===== config.mk =====
export PLATFORM = sky130hd
export DESIGN_NAME = rtsp_div
export DESIGN_NICKNAME = d
export VERILOG_FILES = /design/src/rtsp_div.sv
export SDC_FILE = /design/constraint.sdc
export NUM_CORES = 1
export LEC_CHECK = 0
export ABC_CLOCK_PERIOD_IN_PS = 2300
export BUFFER_PORTS_ARGS = -buffer_cell sky130_fd_sc_hd__clkbuf_2
export CAP_MARGIN = 20
export CORE_MARGIN = 10
export CORE_UTILIZATION = 45
export CTS_CLUSTER_SIZE = 24
export DETAILED_ROUTE_END_ITERATION = 12
export GPL_ROUTABILITY_DRIVEN = 0
export SLEW_MARGIN = 20
export SYNTH_ARGS = -nofsm -noshare
export SYNTH_HDL_FRONTEND = slang
export SYNTH_SLANG_ARGS = --single-unit

===== constraint.sdc =====
create_clock -name clk -period 2.3 [get_ports clk]
set_input_delay 0.115 -clock clk [delete_from_list [all_inputs] [get_ports clk]]
set_output_delay 0.115 -clock clk [all_outputs]
set_load 0.01 [all_outputs]

===== src/rtsp_div.sv =====
// Pipelined restoring divider, one quotient bit per stage, with sideband.
module rtsp_div #(
    parameter int N      = 26,
    parameter int D      = 10,
    parameter int SIDE_W = 2
) (
    input  logic              clk,
    input  logic              rst_n,
    input  logic              valid_in,
    input  logic [N-1:0]      dividend,
    input  logic [D-1:0]      divisor,
    input  logic [SIDE_W-1:0] side_in,
    output logic              valid_out,
    output logic [N-1:0]      quotient,
    output logic [SIDE_W-1:0] side_out
);
    logic              valid_reg [0:N-1];
    logic [N-1:0]      work_reg  [0:N-1];
    logic [D-1:0]      rem_reg   [0:N-1];
    logic [D-1:0]      dsr_reg   [0:N-1];
    logic [SIDE_W-1:0] side_reg  [0:N-1];

    for (genvar k = 0; k < N; k++)
    begin : g_stage
        logic              valid_cur;
        logic [N-1:0]      work_cur, work_next;
        logic [D-1:0]      rem_cur, rem_next, dsr_cur;
        logic [SIDE_W-1:0] side_cur;
        logic [D:0]        trial, diff;
        logic              fits;

        if (k == 0)
        begin : g_first
            assign valid_cur = valid_in;
            assign work_cur  = dividend;
            assign rem_cur   = '0;
            assign dsr_cur   = divisor;
            assign side_cur  = side_in;
        end
        else
        begin : g_next
            assign valid_cur = valid_reg[k-1];
            assign work_cur  = work_reg[k-1];
            assign rem_cur   = rem_reg[k-1];
            assign dsr_cur   = dsr_reg[k-1];
            assign side_cur  = side_reg[k-1];
        end

        always_comb
        begin
            trial     = {rem_cur, work_cur[N-1]};
            diff      = trial - {1'b0, dsr_cur};
            fits      = (trial >= {1'b0, dsr_cur});
            rem_next  = fits ? diff[D-1:0] : trial[D-1:0];
            work_next = {work_cur[N-2:0], fits};
        end

        always_ff @(posedge clk)
        begin
            work_reg[k] <= work_next;
            rem_reg[k]  <= rem_next;
            dsr_reg[k]  <= dsr_cur;
            side_reg[k] <= side_cur;
        end

        always_ff @(posedge clk or negedge rst_n)
        begin
            if (!rst_n)
            begin
                valid_reg[k] <= 1'b0;
            end
            else
            begin
                valid_reg[k] <= valid_cur;
            end
        end
    end

    assign valid_out = valid_reg[N-1];
    assign quotient  = work_reg[N-1];
    assign side_out  = side_reg[N-1];

endmodule


# ---- Word-level counts from Yosys, hierarchy flattened
# Memory sizes are Yosys's and may differ from the RTL's.
# Cells that the tools add are included.
dict set report totals {
  register_bits 26
  ram_bits 1248
  in_bits 41
  output_inout_bits 29
  word_cells 108
  memories 4
}
# name words word_bits rd rd_ports_with_merged_regs wr line
set memory_table {}
lappend memory_table {work_reg 26 26 26 0 26 18} ;# logic [N-1:0] work_reg [0:N-1];
lappend memory_table {dsr_reg 26 10 25 0 26 20} ;# logic [D-1:0] dsr_reg [0:N-1];
lappend memory_table {rem_reg 26 10 25 0 26 19} ;# logic [D-1:0] rem_reg [0:N-1];
lappend memory_table {side_reg 26 2 26 0 26 21} ;# logic [SIDE_W-1:0] side_reg [0:N-1];
dict set report classes {
  addsub 26
  order_cmp 26
  n_mux 26
}
# operator count
set op_table {}
lappend op_table {{11-bit by 10-bit greater-or-equal comparator with 1-bit output} 25}
lappend op_table {{10-bit two-way mux} 26}
lappend op_table {{10-bit subtractor} 25}
lappend op_table {{1-bit by 10-bit greater-or-equal comparator with 1-bit output} 1}
lappend op_table {{1-bit by 10-bit subtractor with 10-bit output} 1}

# ---- Depth between registers and ports, before layout
# Gate-level depths: netlist of run 1.
# An unclocked memory read counts as a cell.
dict set report logic_depth {
  depth_word 3
  depth_mapped 10
  ltp_nobuf 10
}

# ---- Worst setup path before layout of run 1
# OpenSTA, ideal clock, no wires.
dict set report synth_timing {
  path_kind {register to register}
  from {memory work_reg[7][25], in the netlist work_reg[0][207]}
  to {memory rem_reg[8][8], in the netlist rem_reg[0][88]}
  setup_time_ps 121
  arrival_ps 2036
  t_required_ps 2179
  setup_slack_ps 143
  path_stages_with_launch 11
  path_buffers 0
  synth_period_minus_slack_ps 2157
  path_cell_list {dfxtp_1 > inv_1 > ha_1 > inv_1 > fa_1 > a21o_1 > a21oi_1 > nor2b_1 > a2111oi_4 > xnor2_1 > mux2_2}
}
# element line
set synth_lines {}
lappend synth_lines {{start: declaration} 18}
lappend synth_lines {{end: declaration} 19}

==> impl_metrics.tcl, run 1 <==
set metrics [dict create \
    proportion_of_synthesized_chip_area_in_sequential_cells_pct 63.19 \
    grt_start_max_net_pins 27 \
    synth-edff-count 0 \
    largest_reg_flops 676 \
    max-cap-violations 0 \
    grt_setup_unrepaired "true" \
    drt_pass1_iterations 5 \
    cpPeakStageDelay_ns 0.38 \
    mux_cell_area_share_after_synthesis_pct 7.673 \
    share_of_synthesized_cell_area_in_and_or_nand_and_nor_gates_pct 3.920 \
    crit-reg2reg-launch "dsr_reg[7][8]" \
    placeableCoreArea_sq_um 88240 \
    synth_async_sr_flop_share_pct 2.073 \
    avgSynthCellArea_sq_um 12.74 \
    fin_setup_tns_ns 0 \
    critical_path.startpoint_type "register" \
    floorplan.die_area_sq_um 101100 \
    cts-buffers-inserted 121 \
    total_clock_sinks 1254 \
    drt.antenna.violating_nets 0 \
    cts.root.buffer_cell "clkbuf_16" \
    dp_hpwl_microns 46430 \
    initialDrtViolationCount 954 \
    global_route.usage.met1_pct 14.86 \
    worst_setup_path_endpoint "rem_reg[0][85]" \
    x_dimension_of_the_die_microns 317.9 \
    final.period_utilization_pct 99.89 \
    syn_area_sq_um 39930 \
    io-pin-count 70 \
    ir_worst_vdd_mv 0.9431 \
    grt_first_pass_wirelength_microns 109600 \
    critical_path.endpoint_type "register" \
    power_uw 71510 \
    post_drt_via_cell_ratio 4.711 \
    detailroute.via_count 22430 \
    status "complete, no violations" \
    chipHeight_microns 317.9 \
    drive_gt1_share_pct 23.19 \
    ys_seq_elements 1254 \
    finalCoreUtilization_pct 54.94 \
    final_hold_viol_count 0 \
    synth_xor_area_share_pct 3.158 \
    type_of_the_worst_setup_path "register to register" \
    arrival_ns 2.87 \
    clock.fmax_mhz 435.3 \
    largest_family_of_logic_cells_by_synthesized_area "compound AO/OA/AOI/OAI gates" \
    power.leakage_uw 0.02176 \
    gr-usage-met2_pct 22.05 \
    setup_viol 0 \
    cts-htree-levels 3 \
    yosys.cell_types.count 62 \
    number_of_cells_produced_by_synthesis 3134 \
    layout_min_cycle_time_ns 2.297 \
    critical_path.reg2reg.endpoint "rem_reg[0][85]" \
    clk_latency_worst_skew_pair_ns 0.69 \
    fp-row-count 109 \
    numPortBuffers 69 \
    synth_compound_gate_area_share_pct 9.309 \
    timing.hold.worst.class "input port to register" \
    regToRegSetupSlack_ns 0.003 \
    clock_tree_from_tritoncts "done" \
    cpMaxStageDelayCell "a311oi_2" \
    cts.reportedPaths.clkPinSlew_ns 0.06 \
    diodes 0 \
    synth_top_flop_cell "dfxtp_1" \
    post_synth_fa_ha_maj_area_fraction_pct 9.099 \
    groute.layer.met3.usage_pct 2.813 \
    detail_route.wirelength_microns 66960 \
    relSlewSlack_pct 67.72 \
    nets_in_the_synthesized_netlist 3451 \
    critical_path_start "dsr_reg[7][8]" \
    crit_path_max_fanout 4 \
    synth.yosys.warnings 0 \
    post-route-drc-count 0 \
    detail_route.wl_per_cell_microns 14.07 \
    worst_r2r_path_depth 9 \
    timing_max_transition_violations_final 0 \
    grt_busiest_layer "met2" \
    cp_cell_sequence "inv_1 -> ha_1 -> and4_1 -> a311oi_2 -> nand2_2 -> o21ai_4 -> buf_12 -> buf_16 -> mux2_4" \
    number_of_global_route_vias_before_repair 23360 \
    cts-root-to-sink-buffers 3 \
    antenna_found_initial 0 \
    power_per_cell_area_nw_per_um2 1475 \
    starting_density_pct 45.26 \
    globalRouteOverflowTotal 0 \
    worst-slew-pin-transition_ns 0.4805 \
    worst_path_required_ns 2.88 \
    area_growth_synth_to_finish_pct 21.41 \
    grt_use_total_pct 12.74 \
    nets 3811 \
    clock_skew_ns 0.01592 \
]
[Yosys cell counts, types with 57 or more instances]
cell type	number	area share, %
o21ai_0	93	1.2
mux2_2	84	2.4
inv_1	320	3.0
mux2_4	118	4.4
a21oi_1	212	2.7
xnor2_1	64	1.4
xor2_1	80	1.8
nor2_1	64	0.60
ha_1	252	7.9
a21o_1	57	1.1
nand2_1	75	0.70
dfxtp_1	1228	62
[critical path: cells and delay by family (launching register included)]
kind	cells	cell delay [ns]
simple gates	2	0.35
mux	1	0.29
fa+ha+maj	1	0.31
flops	1	0.34
compound gates	2	0.59
buf+inv	3	0.28
[worst min path at each step]
stage / from / endpoint / slack [ns] / depth (start not counted)
floorplan: rst_n / g_stage[10].valid_cur / -0.18 / 0
global placement: rst_n / valid_out / 0.14 / 1
detailed placement: rst_n / valid_out / 0.16 / 1
CTS: side_in[1] / side_reg[0][1] / 0.001 / 2
global route: side_in[1] / side_reg[0][1] / 0.01 / 2
finish: dividend[22] / work_reg[0][23] / 0.06 / 2
[metrics by stage]
stage	area [sq um]	worst slack (ns)	hold WS, ns	std cells
floorplan	39930	0.1435	-0.1806	3134
global placement	42490	-0.08349	0.1353	4454
detailed placement	42490	-0.08174	0.1619	4454
CTS	47480	-0.05139	0.001064	4728
global route	48480	-0.07272	0.01395	4761
finish	48480	0.002604	0.06073	4761
[where the power goes]
group / internal (uW) / switching [uW]
Clock: 12400 / 8230
Combinational: 12400 / 10200
Sequential: 26300 / 1980
[layout make-up]
cell class	instances	area [sq um]
fill	7194	39760
sequential	1254	25280
multi-input combinational	1536	14030
clock buffer	149	3356
timing repair buffer	261	2168
tap	1165	1458
inverter	320	1204
clock inverter	76	987.2
[cell families after synthesis]
family,count (synthesis)
DFF,1254
AOI/OAI and AO/OA,577
buffers and inverters,345
and+or+nand+nor,302
adders and majority gates,276
muxes,236
xor gates and xnor gates,144
[per-layer routing]
layer / share of wire (%) / vias up
met3: 3.8 / 204
met1: 44 / 10500
li1: - / 11350
met5: 0 / -
met4: 4.1 / 0
met2: 48 / 383
[cell usage in the layout, fill, tap and decap left out, types with 30 or more instances in the layout]
cell type | Yosys | final
mux2_2 | 84 | 71
clkbuf_16 | 0 | 124
ha_1 | 252 | 216
clkbuf_2 | 1 | 69
o21ai_0 | 93 | 76
nand2_1 | 75 | 74
xor2_1 | 80 | 80
a211oi_1 | 30 | 30
xnor2_1 | 64 | 64
dlygate4sd3_1 | 0 | 42
o21a_1 | 48 | 48
dfxtp_1 | 1228 | 1201
a21oi_2 | 0 | 54
inv_1 | 320 | 309
a21oi_1 | 212 | 158
mux2_4 | 118 | 132
nor2_1 | 64 | 64
nand2b_1 | 31 | 31
a21o_1 | 57 | 56
buf_4 | 3 | 125
[what timing repair did]
action | CTS | global route
pin swaps | 14 | 94
gates cloned | 1 | 3
resized for setup | 41 | 192
endpoints found under the setup margin | 83 | 211
hold endpoints to repair | 75 | 0
hold buffers | 43 | 0
setup buffers | 5 | 31
Note: power is estimated with default switching activity, not from simulation.
==> run 2, diff against run 1 <==
--- a/config.mk
+++ b/config.mk
@@ -5,14 +5,15 @@
 export SDC_FILE = /design/constraint.sdc
 export NUM_CORES = 1
 export LEC_CHECK = 0
-export ABC_CLOCK_PERIOD_IN_PS = 2300
+export ABC_CLOCK_PERIOD_IN_PS = 2900
 export BUFFER_PORTS_ARGS = -buffer_cell sky130_fd_sc_hd__clkbuf_2
 export CAP_MARGIN = 20
 export CORE_MARGIN = 10
-export CORE_UTILIZATION = 45
+export CORE_UTILIZATION = 55
 export CTS_CLUSTER_SIZE = 24
 export DETAILED_ROUTE_END_ITERATION = 12
 export GPL_ROUTABILITY_DRIVEN = 0
+export PLACE_DENSITY = 0.71
 export SLEW_MARGIN = 20
 export SYNTH_ARGS = -nofsm -noshare
 export SYNTH_HDL_FRONTEND = slang
==> constraint.sdc (replaced) <==
create_clock -name clk -period 2.9 [get_ports clk]
set_input_delay 0.145 -clock clk [delete_from_list [all_inputs] [get_ports clk]]
set_output_delay 0.145 -clock clk [all_outputs]
set_load 0.01 [all_outputs]
==> impl_metrics.tcl, run 2 (synthesis gave the netlist of run 1 again) <==
set metrics [dict create \
    numPlacedInstances 4130 \
    cts.root.buffer_cell "clkbuf_16" \
    post_dp_cell_area_sq_um 41230 \
    cts-buffers-inserted 115 \
    finalInstanceArea_sq_um 45890 \
    startpoint_of_the_most_critical_hold_path "dividend[0]" \
    multi_input_area_sq_um 13250 \
    crit_path_max_fanout 11 \
    grt_start_max_net_pins 23 \
    worst_path_required_ns 3.44 \
    critical_path.endpoint_type "register" \
    cp_cell_sequence "inv_1 -> ha_1 -> nor2b_1 -> o31a_1 -> o2111ai_1 -> nand3_2 -> o21ai_2 -> mux2_2" \
    starting_density_pct 55.67 \
    layout.cells.most_common "dfxtp_1" \
    clock_skew_ns 0.02443 \
    minimum_setup_slack_in_the_final_design_ns 0.2941 \
    largest_reg_flops 676 \
    cts.reportedPaths.clkPinSlew_ns 0.06 \
    worst-slew-pin-transition_ns 0.7871 \
    drive_gt1_share_pct 14.34 \
    floorplan.die_area_sq_um 83780 \
    nets 3656 \
    cpMaxStageDelayCell "o21ai_2" \
    initialDrtViolationCount 838 \
    antenna_found_initial 0 \
    post_route_insts_no_fill 4387 \
    power_per_cell_area_nw_per_um2 1165 \
    power_uw 53460 \
    hold_depth 2 \
    regToRegSetupSlack_ns 0.29 \
    ir_worst_vdd_mv 0.6988 \
    globalRouteOverflowTotal 0 \
    detailroute.via_count 21850 \
    fp-row-count 98 \
    status "complete, no violations" \
    critical_path.startpoint_type "register" \
    grt_use_total_pct 15.09 \
    clock.fmax_mhz 383.7 \
    drt.antenna.violating_nets 0 \
    post_drt_via_cell_ratio 4.981 \
    cpPeakStageDelay_ns 0.49 \
    whs_endpoint "work_reg[0][1]" \
    fillcell_total 5343 \
    cts-root-to-sink-buffers 3 \
    numPortBuffers 69 \
    number_of_global_route_vias_before_repair 23140 \
    final_hold_viol_count 0 \
    setup_viol 0 \
    detail_route.wirelength_microns 62900 \
    area_growth_synth_to_finish_pct 14.91 \
    grt_setup_unrepaired "false" \
    detail_route.wl_per_cell_microns 14.34 \
    diodes 0 \
    layout_min_cycle_time_ns 2.606 \
    x_dimension_of_the_die_microns 289.5 \
    relSlewSlack_pct 47.53 \
    chipHeight_microns 289.5 \
    post_cts.repair.setup_buffers 0 \
    cts-htree-levels 3 \
    max-cap-violations 0 \
    critical_path.reg2reg.endpoint "rem_reg[0][64]" \
    mostFrequentLayoutCells "dfxtp_1, inv_1, ha_1" \
    total_clock_sinks 1254 \
    clk_latency_worst_skew_pair_ns 0.68 \
    cts.repair.resized 0 \
    arrival_ns 3.15 \
    clock_tree_from_tritoncts "done" \
    fin_setup_tns_ns 0 \
    cts.hold.buffers_added 42 \
    timing_max_transition_violations_final 0 \
    crit-reg2reg-launch "dsr_reg[5][1]" \
    post-route-drc-count 0 \
    timing.hold.worst.class "input port to register" \
    grt_first_pass_wirelength_microns 106500 \
    drt_pass1_iterations 5 \
    placeableCoreArea_sq_um 71730 \
    type_of_the_worst_setup_path "register to register" \
    io-pin-count 70 \
    dp_hpwl_microns 44170 \
    ff_latch_area_sq_um 25230 \
    final.period_utilization_pct 89.86 \
    power.leakage_uw 0.02084 \
    place_worst_setup_slack_ns 0.2780 \
    worst_r2r_path_depth 8 \
]
## run 2: cell count changes in the layout (fill, tap and decap cells not counted), moves of 15 or more
cell	before	now
ha_2	15	0
fa_1	4	24
o21ai_0	76	93
o21ai_1	27	10
ha_1	216	252
clkbuf_8	18	35
buf_4	125	2
fa_2	20	0
buf_12	17	0
a21oi_1	158	212
a21oi_2	54	0
dfxtp_1	1201	1228
dfxtp_2	23	0
ha_4	21	0
## run 2: how the worst max path moves through the flow
stage	endpoint	startpoint	slack, ns
after global placement	rem_reg[1][81]	dsr_reg[23][1]	0.11
after detailed placement	rem_reg[0][65]	dsr_reg[5][1]	0.28
after CTS	rem_reg[0][64]	dsr_reg[5][1]	0.27
after global routing	rem_reg[1][81]	dsr_reg[23][1]	0.08
final	rem_reg[0][64]	dsr_reg[5][1]	0.29
after floorplan	rem_reg[0][88]	work_reg[0][207]	0.74
## run 2: metal layers
metal | share of wire [%] | GRT usage [%] | vias to the layer above
li1 | - | - | 11040
met1 | 44 | 17.78 | 10260
met2 | 49 | 26.73 | 405
met3 | 4.3 | 2.836 | 146
met4 | 2.9 | 6.141 | 0
met5 | 0 | 0 | -
## run 2: stage by stage
stage / util (%) / hold WS, ns
2_1_floorplan: - / -0.1506
3_3_place_gp: 57.47 / 0.1539
3_5_place_dp: 57.48 / 0.1792
4_1_cts: 63.98 / 0.05020
5_1_grt: 63.97 / 0.07853
6_report: 63.97 / 0.1033
## run 2: final cells by class
class | instances | area share, %
repair buffers | 113 | 1.691
clock buffers | 168 | 7.469
inverters | 320 | 2.618
flip-flops and latches | 1254 | 54.99
multi-input cells | 1535 | 28.87
clock inverters | 47 | 1.767
well taps | 950 | 2.590
## run 2: critical path, delay by kind of cell (launching register included)
family / cells / cell delay [ns]
muxes: 1 / 0.42
DFF: 1 / 0.35
buffers and inverters: 1 / 0.08
and+or+nand+nor: 2 / 0.33
AOI/OAI and AO/OA: 3 / 1.00
adders and majority gates: 1 / 0.30
## run 2: power breakdown
part / switching, uW / total, uW / internal [uW]
registers: 1510 / 22300 / 20800
clock network: 6270 / 16000 / 9750
logic: 7260 / 15100 / 7830
total: 15000 / 53500 / 38400
