[config.mk]
export PLATFORM = sky130hd
export DESIGN_NAME = rtsp_front
export DESIGN_NICKNAME = d
export VERILOG_FILES = /design/src/rtsp_pkg.sv /design/src/rtsp_front.sv
export SDC_FILE = /design/constraint.sdc
export NUM_CORES = 2
export LEC_CHECK = 0
export BUFFER_PORTS_ARGS = -buffer_cell sky130_fd_sc_hd__buf_2
export CORE_ASPECT_RATIO = 1.2
export CORE_MARGIN = 4
export CORE_UTILIZATION = 63
export DETAILED_ROUTE_END_ITERATION = 8
export GPL_ROUTABILITY_DRIVEN = 0
export PLACE_DENSITY = 0.84
export SLEW_MARGIN = 20
export SYNTH_ARGS = -nofsm -noshare
export SYNTH_HDL_FRONTEND = slang
export SYNTH_SLANG_ARGS = --single-unit
[constraint.sdc]
create_clock -name clk -period 13.75 [get_ports clk]
set_clock_uncertainty 0.15 [all_clocks]
set_input_delay 4.125 -clock clk [delete_from_list [all_inputs] [get_ports clk]]
set_output_delay 4.125 -clock clk [all_outputs]
set_load 0.05 [all_outputs]
[src/rtsp_pkg.sv]
// Shared types, constants and register codes for the touch-to-screen-point block.
package rtsp_pkg;

    localparam int SAMPLE_W   = 10;
    localparam int COORD_W    = 16;
    localparam int PRES_W     = 17;
    localparam int DIV_W      = 26;
    localparam int DSR_W      = 10;
    localparam int CFG_IDX_W  = 3;
    localparam int CFG_DATA_W = 16;

    localparam logic [CFG_IDX_W-1:0] REG_ROTATION   = 3'd0;
    localparam logic [CFG_IDX_W-1:0] REG_CAL_MIN_X  = 3'd1;
    localparam logic [CFG_IDX_W-1:0] REG_CAL_MAX_X  = 3'd2;
    localparam logic [CFG_IDX_W-1:0] REG_CAL_MIN_Y  = 3'd3;
    localparam logic [CFG_IDX_W-1:0] REG_CAL_MAX_Y  = 3'd4;
    localparam logic [CFG_IDX_W-1:0] REG_PLATE_RES  = 3'd5;
    localparam logic [CFG_IDX_W-1:0] REG_THRESHOLD  = 3'd6;

    localparam logic [1:0] ROT_0   = 2'd0;
    localparam logic [1:0] ROT_180 = 2'd2;

    localparam logic [1:0]            RST_ROTATION  = 2'd0;
    localparam logic [SAMPLE_W-1:0]   RST_CAL_MIN_X = 10'd75;
    localparam logic [SAMPLE_W-1:0]   RST_CAL_MAX_X = 10'd650;
    localparam logic [SAMPLE_W-1:0]   RST_CAL_MIN_Y = 10'd280;
    localparam logic [SAMPLE_W-1:0]   RST_CAL_MAX_Y = 10'd935;
    localparam logic [15:0]           RST_PLATE_RES = 16'd0;
    localparam logic [15:0]           RST_THRESHOLD = 16'd200;

    localparam logic [SAMPLE_W:0]     FULL_SCALE    = 11'd1023;

    typedef struct packed {
        logic [SAMPLE_W:0] simple;
        logic              z1_zero;
        logic              num_zero;
        logic              neg;
    } press_side_t;

    typedef struct packed {
        logic span_zero;
        logic neg;
    } axis_side_t;

endpackage

[src/rtsp_front.sv]
// Front pipeline: sample inversion, axis selection, differences and products.
module rtsp_front #(
    parameter int SHORT_SIDE = 240,
    parameter int LONG_SIDE  = 320,
    parameter int EXT_W      = 9
) (
    input  logic                             clk,
    input  logic                             rst_n,
    input  logic                             in_valid,
    input  logic [rtsp_pkg::SAMPLE_W-1:0]    x_sample,
    input  logic [rtsp_pkg::SAMPLE_W-1:0]    y_sample,
    input  logic [rtsp_pkg::SAMPLE_W-1:0]    z1_sample,
    input  logic [rtsp_pkg::SAMPLE_W-1:0]    z2_sample,
    input  logic [1:0]                       rotation,
    input  logic [rtsp_pkg::SAMPLE_W-1:0]    cal_min_x,
    input  logic [rtsp_pkg::SAMPLE_W-1:0]    cal_max_x,
    input  logic [rtsp_pkg::SAMPLE_W-1:0]    cal_min_y,
    input  logic [rtsp_pkg::SAMPLE_W-1:0]    cal_max_y,
    input  logic [15:0]                      plate_res,
    output logic                             out_valid,
    output logic [rtsp_pkg::DIV_W-1:0]       p_dividend,
    output logic [rtsp_pkg::DSR_W-1:0]       p_divisor,
    output rtsp_pkg::press_side_t            p_side,
    output logic [rtsp_pkg::DIV_W-1:0]       x_dividend,
    output logic [rtsp_pkg::DSR_W-1:0]       x_divisor,
    output rtsp_pkg::axis_side_t             x_side,
    output logic [rtsp_pkg::DIV_W-1:0]       y_dividend,
    output logic [rtsp_pkg::DSR_W-1:0]       y_divisor,
    output rtsp_pkg::axis_side_t             y_side
);
    import rtsp_pkg::*;

    localparam int PROD_W = SAMPLE_W + EXT_W;
    localparam logic [EXT_W-1:0] EXT_SHORT = EXT_W'(SHORT_SIDE);
    localparam logic [EXT_W-1:0] EXT_LONG  = EXT_W'(LONG_SIDE);

    // stage 1
    logic                  s1_valid_reg;
    logic [SAMPLE_W-1:0]   s1_xi_reg, s1_z1_reg;
    logic [SAMPLE_W:0]     s1_dz_reg, s1_simple_reg;
    logic [SAMPLE_W:0]     s1_dx_reg, s1_spx_reg, s1_dy_reg, s1_spy_reg;
    logic [EXT_W-1:0]      s1_extx_reg, s1_exty_reg;

    logic [SAMPLE_W-1:0]   xi, yi, vx, vy, lox, hix, loy, hiy;
    logic                  landscape;

    always_comb
    begin
        xi        = ~x_sample;
        yi        = ~y_sample;
        landscape = (rotation == ROT_0) || (rotation == ROT_180);
        vx  = landscape ? yi : xi;
        lox = landscape ? cal_min_y : cal_min_x;
        hix = landscape ? cal_max_y : cal_max_x;
        vy  = landscape ? xi : yi;
        loy = landscape ? cal_min_x : cal_min_y;
        hiy = landscape ? cal_max_x : cal_max_y;
    end

    always_ff @(posedge clk)
    begin
        s1_xi_reg     <= xi;
        s1_z1_reg     <= z1_sample;
        s1_dz_reg     <= {1'b0, z2_sample} - {1'b0, z1_sample};
        s1_simple_reg <= {1'b0, z1_sample} + FULL_SCALE - {1'b0, z2_sample};
        s1_dx_reg     <= {1'b0, vx} - {1'b0, lox};
        s1_spx_reg    <= {1'b0, hix} - {1'b0, lox};
        s1_dy_reg     <= {1'b0, vy} - {1'b0, loy};
        s1_spy_reg    <= {1'b0, hiy} - {1'b0, loy};
        s1_extx_reg   <= landscape ? EXT_LONG : EXT_SHORT;
        s1_exty_reg   <= landscape ? EXT_SHORT : EXT_LONG;
    end

    // stage 2
    logic                  s2_valid_reg;
    logic [2*SAMPLE_W-1:0] s2_pm_reg;
    logic [SAMPLE_W-1:0]   s2_z1_reg;
    logic [SAMPLE_W:0]     s2_simple_reg;
    logic                  s2_pneg_reg, s2_pzero_reg;
    logic [PROD_W-1:0]     s2_xprod_reg, s2_yprod_reg;
    logic [SAMPLE_W-1:0]   s2_xspan_reg, s2_yspan_reg;
    logic                  s2_xneg_reg, s2_yneg_reg, s2_xsz_reg, s2_ysz_reg;

    logic [SAMPLE_W:0]     dz_neg, dx_neg, dy_neg, spx_neg, spy_neg;
    logic [SAMPLE_W-1:0]   dz_mag, dx_mag, dy_mag, spx_mag, spy_mag;

    always_comb
    begin
        dz_neg  = 11'd0 - s1_dz_reg;
        dx_neg  = 11'd0 - s1_dx_reg;
        dy_neg  = 11'd0 - s1_dy_reg;
        spx_neg = 11'd0 - s1_spx_reg;
        spy_neg = 11'd0 - s1_spy_reg;
        dz_mag  = s1_dz_reg[SAMPLE_W]  ? dz_neg[SAMPLE_W-1:0]  : s1_dz_reg[SAMPLE_W-1:0];
        dx_mag  = s1_dx_reg[SAMPLE_W]  ? dx_neg[SAMPLE_W-1:0]  : s1_dx_reg[SAMPLE_W-1:0];
        dy_mag  = s1_dy_reg[SAMPLE_W]  ? dy_neg[SAMPLE_W-1:0]  : s1_dy_reg[SAMPLE_W-1:0];
        spx_mag = s1_spx_reg[SAMPLE_W] ? spx_neg[SAMPLE_W-1:0] : s1_spx_reg[SAMPLE_W-1:0];
        spy_mag = s1_spy_reg[SAMPLE_W] ? spy_neg[SAMPLE_W-1:0] : s1_spy_reg[SAMPLE_W-1:0];
    end

    always_ff @(posedge clk)
    begin
        s2_pm_reg     <= dz_mag * s1_xi_reg;
        s2_pneg_reg   <= s1_dz_reg[SAMPLE_W];
        s2_pzero_reg  <= (dz_mag == '0) || (s1_xi_reg == '0);
        s2_z1_reg     <= s1_z1_reg;
        s2_simple_reg <= s1_simple_reg;
        s2_xprod_reg  <= dx_mag * s1_extx_reg;
        s2_yprod_reg  <= dy_mag * s1_exty_reg;
        s2_xspan_reg  <= spx_mag;
        s2_yspan_reg  <= spy_mag;
        s2_xneg_reg   <= s1_dx_reg[SAMPLE_W] ^ s1_spx_reg[SAMPLE_W];
        s2_yneg_reg   <= s1_dy_reg[SAMPLE_W] ^ s1_spy_reg[SAMPLE_W];
        s2_xsz_reg    <= (s1_spx_reg == '0);
        s2_ysz_reg    <= (s1_spy_reg == '0);
    end

    // stage 3
    logic                  s3_valid_reg;
    logic [2*SAMPLE_W+15:0] s3_num_reg;
    logic [SAMPLE_W-1:0]   s3_z1_reg;
    press_side_t           s3_pside_reg;
    logic [PROD_W-1:0]     s3_xprod_reg, s3_yprod_reg;
    logic [SAMPLE_W-1:0]   s3_xspan_reg, s3_yspan_reg;
    axis_side_t            s3_xside_reg, s3_yside_reg;

    always_ff @(posedge clk)
    begin
        s3_num_reg            <= s2_pm_reg * plate_res;
        s3_z1_reg             <= s2_z1_reg;
        s3_pside_reg.simple   <= s2_simple_reg;
        s3_pside_reg.z1_zero  <= (s2_z1_reg == '0);
        s3_pside_reg.num_zero <= s2_pzero_reg;
        s3_pside_reg.neg      <= s2_pneg_reg;
        s3_xprod_reg          <= s2_xprod_reg;
        s3_yprod_reg          <= s2_yprod_reg;
        s3_xspan_reg          <= s2_xspan_reg;
        s3_yspan_reg          <= s2_yspan_reg;
        s3_xside_reg          <= '{span_zero: s2_xsz_reg, neg: s2_xneg_reg};
        s3_yside_reg          <= '{span_zero: s2_ysz_reg, neg: s2_yneg_reg};
    end

    always_ff @(posedge clk or negedge rst_n)
    begin
        if (!rst_n)
        begin
            s1_valid_reg <= 1'b0;
            s2_valid_reg <= 1'b0;
            s3_valid_reg <= 1'b0;
        end
        else
        begin
            s1_valid_reg <= in_valid;
            s2_valid_reg <= s1_valid_reg;
            s3_valid_reg <= s2_valid_reg;
        end
    end

    // |num| / (z1 * 1024) == (|num| >> 10) / z1
    assign out_valid  = s3_valid_reg;
    assign p_dividend = s3_num_reg[2*SAMPLE_W+15:10];
    assign p_divisor  = s3_z1_reg;
    assign p_side     = s3_pside_reg;
    assign x_dividend = DIV_W'(s3_xprod_reg);
    assign x_divisor  = s3_xspan_reg;
    assign x_side     = s3_xside_reg;
    assign y_dividend = DIV_W'(s3_yprod_reg);
    assign y_divisor  = s3_yspan_reg;
    assign y_side     = s3_yside_reg;

endmodule

### Word-level counts from Yosys, hierarchy flattened

Index checks and enable logic that the tools add are counted.

* register bits after elaboration: 334
* bits in latches: 0
* RAM bits: 0
* bits in read-only memories: 0
* input bits: 101
* output and inout port bits: 127
* word-level logic and storage cells: 82
* memories kept: 0

* add/sub/neg operators: 12
* $mul: 4
* divide/modulo/power cells: 0
* $lt $le $gt $ge: 0
* equal/unequal tests: 1
* shift operators: 0
* muxes and demuxes: 13
* bitwise logic cells: 4
* reductions and logical operators: 8

Operator list (number)
* $mux W10: 11
* $sub A10 B10 Y11: 5
* $sub A1 B10 Y10 const A: 5
* $mul A10 B9 Y19: 2
* $mul A20 B16 Y36: 1
* $logic_not A10 Y1: 3
* $logic_not A11 Y1: 2
* $mul A10 B10 Y20: 1
* $not A10 Y10: 2
* $mux W9: 2
* $add A10 B10 Y11 const B: 1
* $sub A11 B10 Y11: 1
* $eq A2 B2 Y1 const B: 1
* $logic_not A2 Y1: 1
* $logic_or A1 B1 Y1: 2
* $xor A1 B1 Y1: 2

### Longest topological paths before layout

* depth after elaboration: 4
* mapped depth: 25
* depth with buffers taken out: 24

### Worst setup path after synthesis

OpenSTA, ideal clock, no wires.

* kind: input-to-reg
* start: in plate_res[1]
* end: reg s3_num_reg[34]
* setup time: 0.123 ns
* arrival: 9.472 ns
* required time: 13.477 ns
* setup slack: 4.005 ns
* stages on the path: 20
* path buffers: 2
* cells stage by stage: clkbuf_1 > clkbuf_1 > nand2_1 > fa_1 > fa_1 > fa_1 > inv_1 > fa_1 > fa_1 > inv_1 > fa_1 > inv_1 > ha_1 > a211oi_1 > o21ai_0 > a311oi_1 > o2111ai_1 > a21oi_1 > o21ai_1 > xor2_1

* cells in the longest elaborated chain, start to end: 1

Ends and longest elaborated chain
* from (decl): RTL line rtsp_front.sv:19 `input logic [15:0] plate_res,`
* $mul A20 B16 Y36: RTL line rtsp_front.sv:129 `s3_num_reg <= s2_pm_reg * plate_res;`
* to (signal assigned): RTL line rtsp_front.sv:129
* to (decl): RTL line rtsp_front.sv:120 `logic [2*SAMPLE_W+15:0] s3_num_reg;`

No other way between the ends.

### Final worst setup path

* start: in plate_res[2]
* end: reg s3_num_reg[34]

Same word-level chain as after synthesis.

==> run summary <==
max reg flops: 26
Top cell by count, worst path: fa_1
count of final max-slew check failures: 0
Avg WL per Cell: 17.1 µm
CP endpoint kind: flop
Hold Vio Cnt, Final: 0
clk slew on worst S/H paths: 60 ps
Gate Count Post-Synth: 2,776
most frequent cells in the layout: 496 x inv_1, 366 x fa_1, 310 x nand2_1
kind of critical path: in2reg
number of synthesized flops with an enable pin: 0
Resized cells post-CTS: 0
max incr delay on CP: 880 ps
Synth cell types: 64
Worst setup SP type: input pin
worst path bufs/invs: 4
largest family of logic cells by synthesized area: adder cells
ys async rst share: 1.03%
GR Util All Layers: 26.5%
Setup-failing EPs final: 0
die area: 0.0457 mm²
area grow syn2layout: 8.42%
vias in the first global route: 21.4k
syn avg cell area: 9.61 µm²
CP max stage cell: a311oi_1
Synth Register Bits: 292
DP HPWL: 46,700 µm
Ports: 228
CTS tree: done
Clk Tree Root Cell: clkbuf_16
Least-Margin Pin Slew: 1110 ps
routed vias: 19.3k
Remaining DRCs: 0
share of layout cells above drive strength 1: 9.98%
Arr. time, crit path: 10,290 ps
main flop type after synthesis: dfxtp_1
drt initial violations: 1,006
CTS Buf Count: 30
post-synthesis simple-gate area fraction: 13.5%
ANT nets after route: 0
status: finished, final reports clean
min-delay worst type: reg2reg
Ys Warns: 0
TritonCTS Sinks: 292
crit path cell chain: buf_2 -> nand2_1 -> fa_1 -> fa_1 -> fa_1 -> inv_1 -> fa_1 -> fa_1 -> inv_1 -> fa_1 -> inv_1 -> ha_1 -> a211oi_1 -> o21ai_0 -> a311oi_1 -> o2111ai_1 -> a21oi_1 -> o21ai_1 -> xor2_1
Post-Synth XOR/XNOR Area: 4.63%
Port Buffer Count: 204
Worst slew margin: 25.3%
GRT overflow: 0
core area: 0.0419 mm²
CP Data Required Time: 14,050 ps
most common library cell in the layout ignoring fill and taps: inv_1
sequential element share of the synthesized area: 22.0%
largest net degree at the start of global routing: 64
worst skew pair latency: 570 ps
initial core utilization: 63.7%
Rows: 82
post-synth design cell area: 0.0267 mm²
H-tree levels: 1
Final nets: 3,682
CP top delay family: adder cells
Tmin final: 9980 ps
Max-Cap Viols: 0
vias per inst: 5.54
buffer count from post-CTS setup fixing: 0
Setup TNS: 0 ps
Post-Synth Adder-Cell Area: 41.6%
first-pass GRT wire length: 100,000 µm
Max FO, Critical Path: 20
Detailed Route WL: 59,500 µm
period utilisation layout: 72.6%
mux contribution to synthesized area: 2.36%
# hold bufs at CTS: 0
antenna violations before repair: 2
Max Fclk: 0.100 GHz
clock buffer depth: 3
drt pass-1 iters: 6
fraction of the mapped netlist area in compound gates: 6.77%
die width: 196 µm
RSZ-0062 raised after global routing: no
Die H: 233 µm
==> per-layer routing <==
metal	track usage [%]	share of wire (%)
met1	29.7	36
met2	48.7	51
met3	5.64	8.2
met4	11.5	4.5
met5	0	0.018
==> worst reg2reg max path, cell delays in order (launching register included) <==
cell and delay, ps:
dfxtp_1 820, nand2_1 180, fa_1 540, fa_1 510, fa_1 510, inv_1 50, fa_1 490, fa_1 500
inv_1 50, fa_1 470, inv_1 40, ha_1 350, a211oi_1 290, o21ai_0 140, a311oi_1 880, o2111ai_1 290
a21oi_1 280, o21ai_1 100, xor2_1 150
==> final timing paths <==
check | from | end | slack, ps | cells past startpoint
max in group asynchronous | rst_n | out_valid | 10160 | 1
max reg2reg | s2_pm_reg[11] | s3_num_reg[34] | 6860 | 18
min reg2reg | s2_xneg_reg | x_side[0] | 170 | 0
min in group asynchronous | rst_n | s1_valid_reg | 3190 | 1
max | plate_res[2] | s3_num_reg[34] | 3770 | 19
min | s2_xneg_reg | x_side[0] | 170 | 0
==> cell usage after synthesis, types with 12 or more instances <==
cell type / number / share of area, %
inv_1: 496 / 7.0
fa_1: 366 / 27
nand2_1: 310 / 4.4
ha_1: 302 / 14
dfxtp_1: 289 / 22
and2_1: 216 / 5.1
xnor2_1: 89 / 2.9
a21oi_1: 88 / 1.7
clkbuf_1: 85 / 1.2
o21ai_0: 55 / 1.0
xor2_1: 52 / 1.7
nor2_1: 45 / 0.63
nor2b_1: 40 / 0.94
mux2i_1: 37 / 1.4
a21o_1: 36 / 1.0
buf_4: 23 / 0.65
mux2_2: 23 / 0.97
nand3_1: 19 / 0.36
o21bai_1: 16 / 0.45
or3_1: 15 / 0.35
nand4_1: 14 / 0.33
buf_2: 12 / 0.23
o31ai_1: 12 / 0.34
==> metrics by stage <==
stage / setup slack (ps) / cells / utilization, % / cell area [µm²] / hold slack [ps]
2_1_floorplan: 4000 / 2797 / - / 26800 / 160
5_1_grt: 3430 / 3481 / 69.1 / 28900 / 178
4_1_cts: 3860 / 3481 / 69.1 / 28900 / 173
3_3_place_gp: 3380 / 3427 / 66.7 / 27900 / 162
3_5_place_dp: 3240 / 3427 / 66.7 / 27900 / 162
6_report: 3770 / 3483 / 69.1 / 28900 / 174
==> logic make-up (layout without fill, tap and decap cells) <==
| kind of cell | Yosys count | after routing |
|---|---|---|
| adder cells (fa/ha/maj) | 668 | 668 |
| multiplexers | 60 | 60 |
| XOR/XNOR | 141 | 141 |
| AND/OR/NAND/NOR | 718 | 718 |
| other | 1 | 24 |
| buffers and inverters | 618 | 756 |
| flip-flops | 292 | 292 |
| AO/OA/AOI/OAI | 278 | 278 |
==> final cells by class <==
| class | instances | area, µm² |
|---|---|---|
| Antenna cell | 2 | 5.00 |
| Clock buffer | 38 | 832 |
| Tap cell | 546 | 683 |
| Inverter | 496 | 1860 |
| Fill cell | 3011 | 12900 |
| Clock inverter | 16 | 169 |
| Sequential cell | 292 | 5860 |
| Timing Repair Buffer | 206 | 1040 |
| Multi-Input combinational cell | 1887 | 18500 |
Power is not shown: default switching activity piles up to over one toggle a cycle in this logic, so the estimate is an artifact.
