[config.mk]
export PLATFORM = sky130hd
export DESIGN_NAME = rtsp_back
export DESIGN_NICKNAME = d
export VERILOG_FILES = /design/src/rtsp_pkg.sv /design/src/rtsp_back.sv
export SDC_FILE = /design/constraint.sdc
export NUM_CORES = 1
export LEC_CHECK = 0
export BUFFER_PORTS_ARGS = -buffer_cell sky130_fd_sc_hd__buf_2
export CAP_MARGIN = 10
export CORE_MARGIN = 3
export CORE_UTILIZATION = 45
export DETAILED_ROUTE_END_ITERATION = 7
export GPL_ROUTABILITY_DRIVEN = 0
export PLACE_DENSITY_LB_ADDON = 0.2
export RECOVER_POWER = 50
export SLEW_MARGIN = 20
export SYNTH_ARGS = -nofsm -noshare
export SYNTH_HDL_FRONTEND = slang
export SYNTH_SLANG_ARGS = --single-unit
[constraint.sdc]
create_clock -name clk -period 0.9 [get_ports clk]
set_input_delay 0.09 -clock clk [delete_from_list [all_inputs] [get_ports clk]]
set_output_delay 0.09 -clock clk [all_outputs]
set_load 0.005 [all_outputs]
[src/rtsp_pkg.sv]
// Shared types, constants and register codes for the touch-to-screen-point block.
package rtsp_pkg;

    localparam int SAMPLE_W   = 10;
    localparam int COORD_W    = 16;
    localparam int PRES_W     = 17;
    localparam int DIV_W      = 26;
    localparam int DSR_W      = 10;
    localparam int CFG_IDX_W  = 3;
    localparam int CFG_DATA_W = 16;

    localparam logic [CFG_IDX_W-1:0] REG_ROTATION   = 3'd0;
    localparam logic [CFG_IDX_W-1:0] REG_CAL_MIN_X  = 3'd1;
    localparam logic [CFG_IDX_W-1:0] REG_CAL_MAX_X  = 3'd2;
    localparam logic [CFG_IDX_W-1:0] REG_CAL_MIN_Y  = 3'd3;
    localparam logic [CFG_IDX_W-1:0] REG_CAL_MAX_Y  = 3'd4;
    localparam logic [CFG_IDX_W-1:0] REG_PLATE_RES  = 3'd5;
    localparam logic [CFG_IDX_W-1:0] REG_THRESHOLD  = 3'd6;

    localparam logic [1:0] ROT_0   = 2'd0;
    localparam logic [1:0] ROT_180 = 2'd2;

    localparam logic [1:0]            RST_ROTATION  = 2'd0;
    localparam logic [SAMPLE_W-1:0]   RST_CAL_MIN_X = 10'd75;
    localparam logic [SAMPLE_W-1:0]   RST_CAL_MAX_X = 10'd650;
    localparam logic [SAMPLE_W-1:0]   RST_CAL_MIN_Y = 10'd280;
    localparam logic [SAMPLE_W-1:0]   RST_CAL_MAX_Y = 10'd935;
    localparam logic [15:0]           RST_PLATE_RES = 16'd0;
    localparam logic [15:0]           RST_THRESHOLD = 16'd200;

    localparam logic [SAMPLE_W:0]     FULL_SCALE    = 11'd1023;

    typedef struct packed {
        logic [SAMPLE_W:0] simple;
        logic              z1_zero;
        logic              num_zero;
        logic              neg;
    } press_side_t;

    typedef struct packed {
        logic span_zero;
        logic neg;
    } axis_side_t;

endpackage

[src/rtsp_back.sv]
// Back end: sign restore, saturation, threshold compare and result register.
module rtsp_back (
    input  logic                             clk,
    input  logic                             rst_n,
    input  logic                             in_valid,
    input  logic [rtsp_pkg::DIV_W-1:0]       p_quot,
    input  rtsp_pkg::press_side_t            p_side,
    input  logic [rtsp_pkg::DIV_W-1:0]       x_quot,
    input  rtsp_pkg::axis_side_t             x_side,
    input  logic [rtsp_pkg::DIV_W-1:0]       y_quot,
    input  rtsp_pkg::axis_side_t             y_side,
    input  logic                             plate_zero,
    input  logic [15:0]                      threshold,
    output logic                             done,
    output logic signed [rtsp_pkg::COORD_W-1:0] screen_x,
    output logic signed [rtsp_pkg::COORD_W-1:0] screen_y,
    output logic signed [rtsp_pkg::PRES_W-1:0]  pressure,
    output logic                             pressed
);
    import rtsp_pkg::*;

    localparam logic [DIV_W-1:0] C_LIM_POS = DIV_W'(32767);
    localparam logic [DIV_W-1:0] C_LIM_NEG = DIV_W'(32768);
    localparam logic [DIV_W-1:0] P_LIM_POS = DIV_W'(65535);
    localparam logic [DIV_W-1:0] P_LIM_NEG = DIV_W'(65536);

    function automatic logic [COORD_W-1:0] sat_axis(input logic [DIV_W-1:0] q,
                                                    input axis_side_t s);
        logic [COORD_W-1:0] r;
        if (s.span_zero)
            r = '0;
        else if (s.neg)
            r = (q > C_LIM_NEG) ? 16'h8000 : 16'(16'd0 - q[COORD_W-1:0]);
        else
            r = (q > C_LIM_POS) ? 16'h7FFF : q[COORD_W-1:0];
        return r;
    endfunction

    logic                done_reg;
    logic [COORD_W-1:0]  sx_reg, sy_reg;
    logic [PRES_W-1:0]   pres_reg;
    logic                pressed_reg;
    logic [PRES_W-1:0]   pres_next;

    always_comb
    begin
        if (plate_zero)
            pres_next = PRES_W'(p_side.simple);
        else if (p_side.z1_zero)
            pres_next = p_side.num_zero ? '0 : 17'h0FFFF;
        else if (p_side.neg)
            pres_next = (p_quot > P_LIM_NEG) ? 17'h10000 : 17'(17'd0 - p_quot[PRES_W-1:0]);
        else
            pres_next = (p_quot > P_LIM_POS) ? 17'h0FFFF : p_quot[PRES_W-1:0];
    end

    always_ff @(posedge clk)
    begin
        sx_reg      <= sat_axis(x_quot, x_side);
        sy_reg      <= sat_axis(y_quot, y_side);
        pres_reg    <= pres_next;
        pressed_reg <= $signed({pres_next[PRES_W-1], pres_next}) > $signed({2'b00, threshold});
    end

    always_ff @(posedge clk or negedge rst_n)
    begin
        if (!rst_n)
        begin
            done_reg <= 1'b0;
        end
        else
        begin
            done_reg <= in_valid;
        end
    end

    assign done     = done_reg;
    assign screen_x = $signed(sx_reg);
    assign screen_y = $signed(sy_reg);
    assign pressure = $signed(pres_reg);
    assign pressed  = pressed_reg;

endmodule

# Yosys cells after proc, flatten, opt, wreduce, memory -nomap -nowiden
# Cells that the tools add are included.
# classes
add_sub_neg,3
n_mux,12
n_lt_le_gt_ge,7
# ops
op,count
two-way mux 16 bit,7
two-way mux 17 bit,5
greater-than comparator 26 x 16 -> 1 bit (second input constant),3
greater-than comparator 26 x 15 -> 1 bit (second input constant),2
subtractor 1 x 16 -> 16 bit (first input constant),2
greater-than comparator 26 x 17 -> 1 bit (second input constant),1
greater-than comparator 17 bit,1
subtractor 1 x 17 -> 17 bit (first input constant),1
# word_totals
in_bits,116
output_inout_bits,51
regBits,51

# Depth between registers and ports, before layout
# Gate-level depths: netlist (run 1).
# depth
depth_word,6
mapped_depth,14

# Least setup slack after synthesis (run 1)
# OpenSTA, ideal clock, no wires.
# synth_path
path_kind,in2reg
from,input p_quot[6] in the netlist's numbering
to,register pressed_reg (netlist: pressed)
path_buffers,2
t_required_ns,0.774
t_arrival_ns,2.661
slack_ns,-1.888
cell_stages,13
cell_sequence,buf_2 > nor4_1 > nand4b_2 > a21oi_2 > buf_4 > nand4b_1 > a31oi_1 > ha_1 > a21o_1 > a21oi_1 > o21ai_0 > a221oi_1 > nor4_1
# synth_via
elab_chain_cells,6
elab_cells_between_ends,9
# synth_rtl
item,line,text
start: declaration,rtsp_back.sv:6,"input logic [rtsp_pkg::DIV_W-1:0] p_quot,"
"greater-than comparator 26 x 16 -> 1 bit, or another cell as far along",rtsp_back.sv:54,pres_next = (p_quot > P_LIM_POS) ? 17'h0FFFF : p_quot[PRES_W-1:0];
two-way mux 17 bit (on tied branches),"rtsp_back.sv:54, rtsp_back.sv:52",
two-way mux 17 bit *,rtsp_back.sv:51,else if (p_side.neg)
two-way mux 17 bit *,rtsp_back.sv:49,else if (p_side.z1_zero)
two-way mux 17 bit *,rtsp_back.sv:47,if (plate_zero)
net pres_next[10],rtsp_back.sv:43,logic [PRES_W-1:0] pres_next;
greater-than comparator 17 bit *,rtsp_back.sv:62,"pressed_reg <= $signed({pres_next[PRES_W-1], pres_next}) > $signed({2'b00, threshold});"
end signal: assignment,rtsp_back.sv:62,
end: declaration,rtsp_back.sv:42,logic pressed_reg;
# Mark *: on every way through the listed nets, which the timed path passes. The rest lies on a longest branch.
# A chain may end at the register's enable or synchronous reset.

# Worst setup path after layout (run 1)
# Ends and elaborated chain as after synthesis.

==> results of run 1 <==
[cells in the mapped netlist, drive strengths merged (2+ instances only)]
cell,number,area share
ha,19,0.067
nor3b,2,0.0043
a41oi,2,0.0050
clkbuf,17,0.018
inv,32,0.034
or3,5,0.0089
xnor2,4,0.0099
o21a,2,0.0043
a2111oi,2,0.0050
dfxtp,50,0.28
a21oi,29,0.042
nand4b,5,0.014
buf,8,0.013
nor2,38,0.040
xor2,2,0.0050
nand3,27,0.038
nor4b,2,0.0050
nor4,20,0.036
a221oi,3,0.0075
or2,2,0.0036
and2,2,0.0036
nand3b,6,0.013
o31ai,4,0.0085
nand2b,4,0.0071
a31oi,28,0.050
nor3,32,0.047
nand4,12,0.021
a211oi,7,0.015
o211ai,5,0.011
nand2,25,0.027
a2bb2oi,3,0.0075
or4,10,0.023
a21o,4,0.0085
o21ai,37,0.054
nor2b,4,0.0071
and3,6,0.011
[stage by stage]
step / cells / hold WS (ns) / setup TNS (ns) / area [sq um] / setup WS [ns]
2_1_floorplan: 474 / -0.2056 / -30.67 / 3869 / -1.547
3_3_place_gp: 847 / -0.1361 / -43.82 / 5663 / -1.879
3_5_place_dp: 847 / -0.1322 / -45.05 / 5663 / -2.033
4_1_cts: 884 / 0.02714 / -26.93 / 6486 / -1.545
5_1_grt: 897 / 0.04724 / -36.58 / 6959 / -1.983
6_report: 897 / 0.04424 / -34.32 / 6959 / -1.915
[area by class of cell]
type	instances	area [sq um]
inverters	32	140.1
well taps	99	123.9
clock inverters	1	30.03
repair buffers	342	2405
clock buffers	6	72.57
fillers	230	449.2
multi-input cells	366	3161
flip-flops and latches	51	1027
[layer usage]
metal | up-vias | wire length (um)
met5 | - | 0
met1 | 2866 | 7645
met2 | 801 | 10240
met3 | 328 | 3577
li1 | 2439 | -
met4 | 0 | 2783
[power by group through the flow]
stage | combinational, mW | clock (mW) | sequential (mW)
finish | 2.65 | 1.70 | 2.47
global route | 2.77 | 1.71 | 2.48
detailed placement | 1.79 | 0 | 2.51
CTS | 2.11 | 1.58 | 2.46
floorplan | 0.693 | 0 | 2.53
global placement | 1.74 | 0 | 2.51
[final timing paths]
| check | start | endpoint | cells past startpoint |
|---|---|---|---|
| setup / recovery | p_quot[6] | pressed | 12 |
| hold / removal | p_side[3] | pressure[0] | 3 |
| max in group asynchronous | rst_n | done | 2 |
| min in group asynchronous | rst_n | done | 2 |
[logic make-up after synthesis]
family | Yosys count | synth area share
AND/OR/NAND/NOR | 208 | 0.3249
multiplexers | 1 | 0.003196
XOR/XNOR | 6 | 0.01491
buffers and inverters | 57 | 0.06499
AO/OA/AOI/OAI | 132 | 0.2333
flip-flops | 51 | 0.2912
adder cells (fa/ha/maj) | 19 | 0.06747
[critical path: cells and delay by family]
kind / cells / cell delay, ns
AO/OA/AOI/OAI: 6 / 1.20
adder cells (fa/ha/maj): 1 / 0.37
buffers and inverters: 1 / 0.11
AND/OR/NAND/NOR: 4 / 1.24
[what timing repair did]
action | 4_1_cts | 5_1_grt
hold buffers | 2 | 0
pin swaps | 41 | 40
endpoints found under the hold margin | 2 | 0
setup buffers | 26 | 29
endpoints found under the setup margin | 50 | 52
resized for setup | 112 | 86
cloned | 4 | 0
[cell usage in the layout, fill, tap and decap left out, types with 4 or more instances in the layout]
cell | Yosys | routed
a31oi_4 | 0 | 8
a211oi_1 | 7 | 4
nand3b_1 | 6 | 6
nor4_1 | 20 | 7
buf_6 | 0 | 48
nand4b_1 | 4 | 4
buf_2 | 3 | 143
or4_4 | 2 | 5
and3_1 | 6 | 5
o21ai_0 | 36 | 19
ha_1 | 19 | 15
o21ai_1 | 0 | 10
nand2_1 | 25 | 23
nor3_1 | 31 | 15
nor4_4 | 0 | 10
or3_1 | 5 | 4
o21ai_4 | 0 | 4
nor2_1 | 38 | 35
nor3_4 | 0 | 4
o21ai_2 | 1 | 4
nor2b_1 | 4 | 4
clkbuf_8 | 0 | 5
nand3_1 | 27 | 8
a31oi_1 | 28 | 18
nand3_2 | 0 | 16
a21oi_2 | 1 | 9
nand4_1 | 12 | 12
a21oi_1 | 28 | 18
buf_4 | 3 | 137
nor3_2 | 1 | 13
clkbuf_1 | 17 | 9
inv_1 | 32 | 28
o211ai_1 | 5 | 5
a21o_1 | 4 | 4
or4_1 | 8 | 5
dfxtp_1 | 50 | 49
==> run summary, run 1 <==
Post-synth top flop - dfxtp_1
Comb power frac - 0.389
DPL Wire Length - 10960 um
row count - 31
vias in the first global route - 5718
RSZ-0062 raised after global routing - yes
max FFs per register - 17
Avg Cell Area, Syn - 7.433 sq um
final hold vios - 0
die width - 94.49 um
number of vias per cell - 7.173
final setup violation count - 51
sw power - 2.389 mW
post-synthesis sequential area ratio - 0.2912
vias - 6434
# IOs - 167
largest net degree at the start of global routing - 16
synth warn - 0
Leak - 3.085 nW
syn_nets - 609
initial antenna violation count - 2
Max stage delay cell, worst path - or4_4
gr ovfl total - 0
total CTS buffers - 5
die area - 8927 sq um
clock root buffer - clkbuf_8
worst min path class - input pin to register
final wirelength - 24250 um
GR Layer Usage met3 - 0.08127
Routed wire per std cell - 27.03 um
worst slew margin relative to its limit - 0.6487
internal power - 4.431 mW
DRT iter0 DRCs - 979
drt drc - 0
first-pass GRT wire length - 27610 um
Final min period - 2.815 ns
delay of the slowest critical-path stage - 0.59 ns
critical path capture point type - register
Initial Util - 0.4756
ys async rst share - 0.01961
Gate Count Post-Synth - 474
max-slew violation count - 0
Core Util, Final - 0.9394
H-tree levels - 2
Req. time, crit path - 1.09 ns
nets - 933
clk sink count - 51
ANT cells - 0
Port Buffers - 166
Post-synth EDFFs - 0
Layout area overhead - 97.51%
Critical Path, Cell by Cell - buf_6 > or4_4 > nor4_4 > a2111oi_2 > o21ai_1 > nand3_1 > ha_1 > a21o_1 > a211oi_1 > o21ai_1 > a221oi_2 > nor4_1
crit share post-route - 3.128
setup ws final - -1.915 ns
Worst IR Drop VDD - 0.8818 mV
GR Util met1 - 0.4372
#FFs+latches synth - 51
busiest grt layer - met2
TritonRoute pass-1 iters - 8
CP startpoint kind - input pin
PwrDens - 980.0 nW/um^2
GRT Util Overall - 0.3921
layout cells sized above 1 - 0.5752
CTS tree - done
Max-Cap Viols - 0
Max Clock Freq - 355.2 MHz
kind of critical path - input pin to register
Die Height - 94.49 um
Clk network pwr share - 0.249
sw frac - 0.3503
post-route ant nets - 0
failing checks - negative setup slack
Slew @ Worst Pin - 0.5250 ns
CTS Buffer Depth - 2
critical path fanouts, max - 3
Worst EP arrival - 3.01 ns
Crit path top cell by count - o21ai_1
library cells used by synthesis - 58
core area - 7408 sq um
area of the mapped netlist - 3523 sq um
Clock transition at path regs - 0.11 ns
Flop pwr share - 0.363
grt met2 use - 0.6767
Power Total - 6.820 mW
status - complete, but fails checks
Power figures use the tool's default switching activity.
==> inputs of run 2 (changes only) <==
PLACE_DENSITY = 0.83   (was not set)
PLACE_DENSITY_LB_ADDON = not set   (was 0.2)
==> run 2 against run 1 <==
  * Final cell count fell by 0.78%
  * Global-route usage increased by 1.2 points
  * The flow finishes with violations (design-rule violations, negative setup slack)
  * Combinational power decreased by 6%
  * Largest cell class unchanged
  * Worst hold slack worse by 0.0013 ns
  * Largest power group unchanged
  * Critical path depth stayed put
  * Non-clock buffer count down 8
  * Critical path type unchanged
  * Cell area fell by 3.5%
  * Sequential share of layout area grew 0.55 points
  * Clock power decreased by 10%
  * First-iteration DRC count fell by 8.4%
==> run summary, run 2 (synthesis results as in run 1) <==
GR Layer Usage met3 - 0.09243 (was 0.08127)
nets - 925 (was 933)
Req. time, crit path - 1.11 ns (was 1.09 ns)
register area - 1028 sq um (was 1027 sq um)
Max Clock Freq - 352.7 MHz (was 355.2 MHz)
Leak - 3.001 nW (was 3.085 nW)
clk sink count - 51 (unchanged)
DPL Wire Length - 11700 um (was 10960 um)
final setup violation count - 56 (was 51)
core area - 7408 sq um (unchanged)
gr ovfl total - 0 (unchanged)
Die Height - 94.49 um (unchanged)
area of the multi-input gates - 3033 sq um (was 3161 sq um)
max FFs per register - 17 (unchanged)
number of vias per cell - 7.070 (was 7.173)
status - complete, but fails checks (unchanged)
busiest grt layer - met2 (unchanged)
first-pass GRT wire length - 28620 um (was 27610 um)
grt met2 use - 0.7051 (was 0.6767)
die width - 94.49 um (unchanged)
TritonRoute pass-1 iters - 8 (unchanged)
failing checks - design-rule violations, negative setup slack (was negative setup slack)
H-tree levels - 2 (unchanged)
Min Hold Slack - 0.04298 ns (was 0.04424 ns)
RSZ-0062 raised after global routing - yes (unchanged)
crit share post-route - 3.150 (was 3.128)
final setup TNS - -34.95 ns (was -34.32 ns)
Power Total - 6.504 mW (was 6.820 mW)
kind of critical path - input pin to register (unchanged)
Slew @ Worst Pin - 0.5697 ns (was 0.5250 ns)
clock root buffer - clkbuf_8 (unchanged)
Worst IR Drop VDD - 0.8019 mV (was 0.8818 mV)
post-route cell area - 6718 sq um (was 6959 sq um)
CTS Buffer Depth - 2 (unchanged)
Initial Util - 0.4756 (unchanged)
GRT Util Overall - 0.4042 (was 0.3921)
Routed wire per std cell - 25.76 um (was 27.03 um)
largest net degree at the start of global routing - 19 (was 16)
final hold vios - 0 (unchanged)
Clock transition at path regs - 0.11 ns (about the same)
row count - 31 (unchanged)
# IOs - 167 (unchanged)
CP startpoint kind - input pin (unchanged)
vias in the first global route - 5892 (was 5718)
CTS tree - done (unchanged)
initial antenna violation count - 1 (was 2)
layout cells sized above 1 - 0.5563 (was 0.5752)
max-slew violation count - 0 (unchanged)
die area - 8927 sq um (unchanged)
placed cell areas - 5723 sq um (was 5663 sq um)
drt drc - 46 (was 0)
GR Util met1 - 0.4393 (was 0.4372)
Max-Cap Viols - 0 (unchanged)
PwrDens - 968.1 nW/um^2 (was 980.0 nW/um^2)
vias - 6292 (was 6434)
setup ws final - -1.935 ns (was -1.915 ns)
total CTS buffers - 5 (unchanged)
Port Buffers - 166 (unchanged)
Worst EP arrival - 3.05 ns (was 3.01 ns)
post-route ant nets - 0 (unchanged)
DRT iter0 DRCs - 897 (was 979)
Final min period - 2.835 ns (was 2.815 ns)
Filler cells - 285 (was 230)
most frequent cells in the layout - buf_4 (141), buf_2 (141), dfxtp_1 (48) (was buf_2 (143), buf_4 (137), dfxtp_1 (49))
critical path capture point type - register (unchanged)
Layout area overhead - 90.66% (was 97.51%)
worst min path class - input pin to register (unchanged)
worst slew margin relative to its limit - 0.6202 (was 0.6487)
final wirelength - 22920 um (was 24250 um)
critical path fanouts, max - 6 (was 3)
ANT cells - 0 (unchanged)
-- run 2: cell types whose count changed in the layout (fill, tap and decap cells not counted), moves of 3 or more --
cell and delta:
clkbuf_1 +4, buf_6 -19, o21ai_1 +5, a31oi_2 +3, a31oi_4 -3, o21ai_0 -4
buf_4 +4
-- run 2: final cells by class --
cell class | instances | area share
Clock buffer | 5 | 0.01024
Clock inverter | 3 | 0.004284
Inverter | 32 | 0.02086
Multi-Input combinational cell | 366 | 0.4515
Sequential cell | 51 | 0.1531
Tap cell | 99 | 0.01844
Timing Repair Buffer | 334 | 0.3416
-- run 2: routing by layer --
layer,vias up,routed length (um),share of wire
li1,2424,-,-
met1,2737,7042,0.31
met2,814,9877,0.43
met3,315,3307,0.14
met4,2,2658,0.12
met5,-,37,0.0016
-- run 2: path summary, 6_finish.rpt --
path                       startpoint            to  slack [ns]  cells past startpoint
setup / recovery            p_quot[7]       pressed       -1.94                     12
hold / removal              x_side[1]  screen_x[12]        0.04                      2
max in group asynchronous       rst_n          done        0.75                      2
min in group asynchronous       rst_n          done        0.07                      2
-- run 2: worst max-delay path: stages --
cell	delay, ns
buf_2	0.13
buf_6	0.14
nor4_4	0.42
nand4b_4	0.22
a2111oi_1	0.54
o21ai_0	0.30
a21oi_2	0.30
ha_1	0.21
nand3_2	0.18
nor4_4	0.27
and3_1	0.21
nor4_1	0.05
-- run 2: through the flow --
step	utilization	std cells	worst slack, ns
finish	0.9068	890	-1.935
global placement	0.7725	850	-1.881
detailed placement	0.7725	850	-1.960
global route	0.9068	890	-2.188
floorplan	-	474	-1.547
CTS	0.8568	879	-1.521
-- run 2: where the power goes --
part	internal, mW	total, mW	switching (mW)
clock	0.581	1.53	0.954
sequential	2.42	2.47	0.0510
combinational	1.12	2.50	1.38
total	4.12	6.50	2.38
-- run 2: what timing repair did --
action                                  4_1_cts  5_1_grt
endpoints found under the setup margin       51       53
hold buffers                                  3        0
hold endpoints to repair                      3        0
resized for setup                            81       77
pin swaps                                    41       52
cloned                                        2        0
buffers inserted                             16       14
==> inputs of run 3 (changes only) <==
clock period = 3.2 ns   (was 0.9 ns; I/O delays follow)
==> run 3 against run 2 <==
  * The run now ends clean
  * Worst hold slack gained 0.075 ns
  * Via count shrank 28%
  * Die area is the same
  * Total power shrank 76%
  * Combinational power shrank 85%
  * Core utilization shrank 28 points
  * Critical path type unchanged
  * Largest cell class unchanged
==> run summary, run 3 (synthesis results as in run 1) <==
most frequent cells in the layout - buf_2 (140), dfxtp_1 (50), nor2_1 (38) (was buf_4 (141), buf_2 (141), dfxtp_1 (48))
Layout area overhead - 31.57% (was 90.66%)
ANT cells - 0 (unchanged)
final setup violation count - 0 (was 56)
row count - 31 (unchanged)
max-slew violation count - 0 (unchanged)
CTS tree - done (unchanged)
Req. time, crit path - 3.39 ns (was 1.11 ns)
CP startpoint kind - input pin (unchanged)
post-route cell area - 4636 sq um (was 6718 sq um)
Power Total - 1.537 mW (was 6.504 mW)
Worst EP arrival - 3.22 ns (was 3.05 ns)
RSZ-0062 raised after global routing - no (was yes)
TritonRoute pass-1 iters - 5 (was 8)
hold path depth - 1 (was 2)
first-pass GRT wire length - 18200 um (was 28620 um)
PwrDens - 331.5 nW/um^2 (was 968.1 nW/um^2)
die area - 8927 sq um (unchanged)
drt drc - 0 (was 46)
# IOs - 167 (unchanged)
status - complete, no violations (was complete, but fails checks)
number of vias per cell - 6.064 (was 7.070)
Slew @ Worst Pin - 0.7673 ns (was 0.5697 ns)
Filler cells - 701 (was 285)
Die Height - 94.49 um (unchanged)
Min Hold Slack - 0.1180 ns (was 0.04298 ns)
total CTS buffers - 5 (unchanged)
CTS Buffer Depth - 2 (unchanged)
max FFs per register - 17 (unchanged)
Final min period - 3.030 ns
post-route ant nets - 0 (unchanged)
die width - 94.49 um (unchanged)
layout cells sized above 1 - 0.2782 (was 0.5563)
largest net degree at the start of global routing - 21 (was 19)
GRT Util Overall - 0.2487 (was 0.4042)
core area - 7408 sq um (unchanged)
WHS Endpoint - done (was screen_x[12])
vias - 4524 (was 6292)
crit share post-route - 0.9469
critical path capture point type - register (unchanged)
Clock transition at path regs - 0.10 ns (was 0.11 ns)
gr ovfl total - 0 (unchanged)
Max-Cap Viols - 0 (unchanged)
critical path fanouts, max - 10 (was 6)
Leak - 2.025 nW (was 3.001 nW)
kind of critical path - input pin to register (unchanged)
final wirelength - 11710 um (was 22920 um)
H-tree levels - 2 (unchanged)
clk sink count - 51 (unchanged)
Max Clock Freq - 330.0 MHz
DPL Wire Length - 9188 um (was 11700 um)
vias in the first global route - 3986 (was 5892)
commonest non-fill, non-tap cell in the layout - buf_2
placed cell areas - 4542 sq um (was 5723 sq um)
Routed wire per std cell - 15.69 um (was 25.76 um)
DRT iter0 DRCs - 252 (was 897)
Worst IR Drop VDD - 0.1765 mV (was 0.8019 mV)
final hold vios - 0 (unchanged)
setup ws final - 0.1700 ns (was -1.935 ns)
clock root buffer - clkbuf_8 (unchanged)
final setup TNS - 0 ns (was -34.95 ns)
nets - 781 (was 925)
pre-CTS worst setup slack - -0.09144 ns (was -1.960 ns)
Initial Util - 0.4756 (unchanged)
worst slew margin relative to its limit - 0.4838 (was 0.6202)
Port Buffers - 166 (unchanged)
initial antenna violation count - 0 (was 1)
worst min path class - input pin to register (unchanged)
HP Start - in_valid (was x_side[1])
run 3: cell type report:
class / instances / area (sq um) / area share
repair buffers: 190 / 980.9 / 0.2116
multi-input cells: 366 / 2275 / 0.4907
inverters: 32 / 120.1 / 0.02591
flip-flops and latches: 51 / 1026 / 0.2213
well taps: 99 / 123.9 / 0.02672
clock inverters: 2 / 37.54 / 0.008097
clock buffers: 6 / 72.57 / 0.01565
run 3: worst max-delay path by stage:
stage               endpoint        from  cells past startpoint
floorplan            pressed   p_quot[6]                     13
global placement     pressed  p_quot[12]                     13
detailed placement   pressed  p_quot[13]                     13
CTS                  pressed  p_quot[13]                     13
global route         pressed  p_quot[13]                     12
finish               pressed  p_quot[13]                     13
run 3: worst max-delay path: stages:
cell,delay (ns)
buf_2,0.12
or4_1,0.52
nand4b_2,0.29
a21oi_2,0.20
buf_4,0.19
nand3_1,0.13
o21ai_1,0.23
ha_1,0.30
and4b_1,0.19
o21ai_0,0.16
nand2_1,0.10
a221oi_1,0.35
nor4_1,0.10
run 3: repair_timing:
item / 4_1_cts / 5_1_grt
hold buffers: 1 / 0
endpoints found under the setup margin: 0 / 1
resized for setup: 0 / 2
setup buffers: 0 / 0
hold endpoints to repair: 1 / 0
run 3: per-stage QoR:
stage	utilization	std cells
floorplan	-	474
global placement	0.6131	737
detailed placement	0.6131	737
CTS	0.6293	746
global route	0.6257	746
finish	0.6257	746
run 3: per-layer routing:
| metal | vias to the layer above | share of wire | GRT usage |
|---|---|---|---|
| li1 | 2145 | - | - |
| met1 | 2048 | 0.40 | 0.3359 |
| met2 | 303 | 0.47 | 0.4125 |
| met3 | 28 | 0.10 | 0.03347 |
| met4 | 0 | 0.019 | 0.07452 |
| met5 | - | 0 | 0 |
run 3: power by group:
part / internal [mW] / total [mW] / leakage, nW / switching, mW
logic: 0.166 / 0.387 / 1.54 / 0.221
registers: 0.679 / 0.692 / 0.430 / 0.0123
clock network: 0.234 / 0.458 / 0.0514 / 0.224
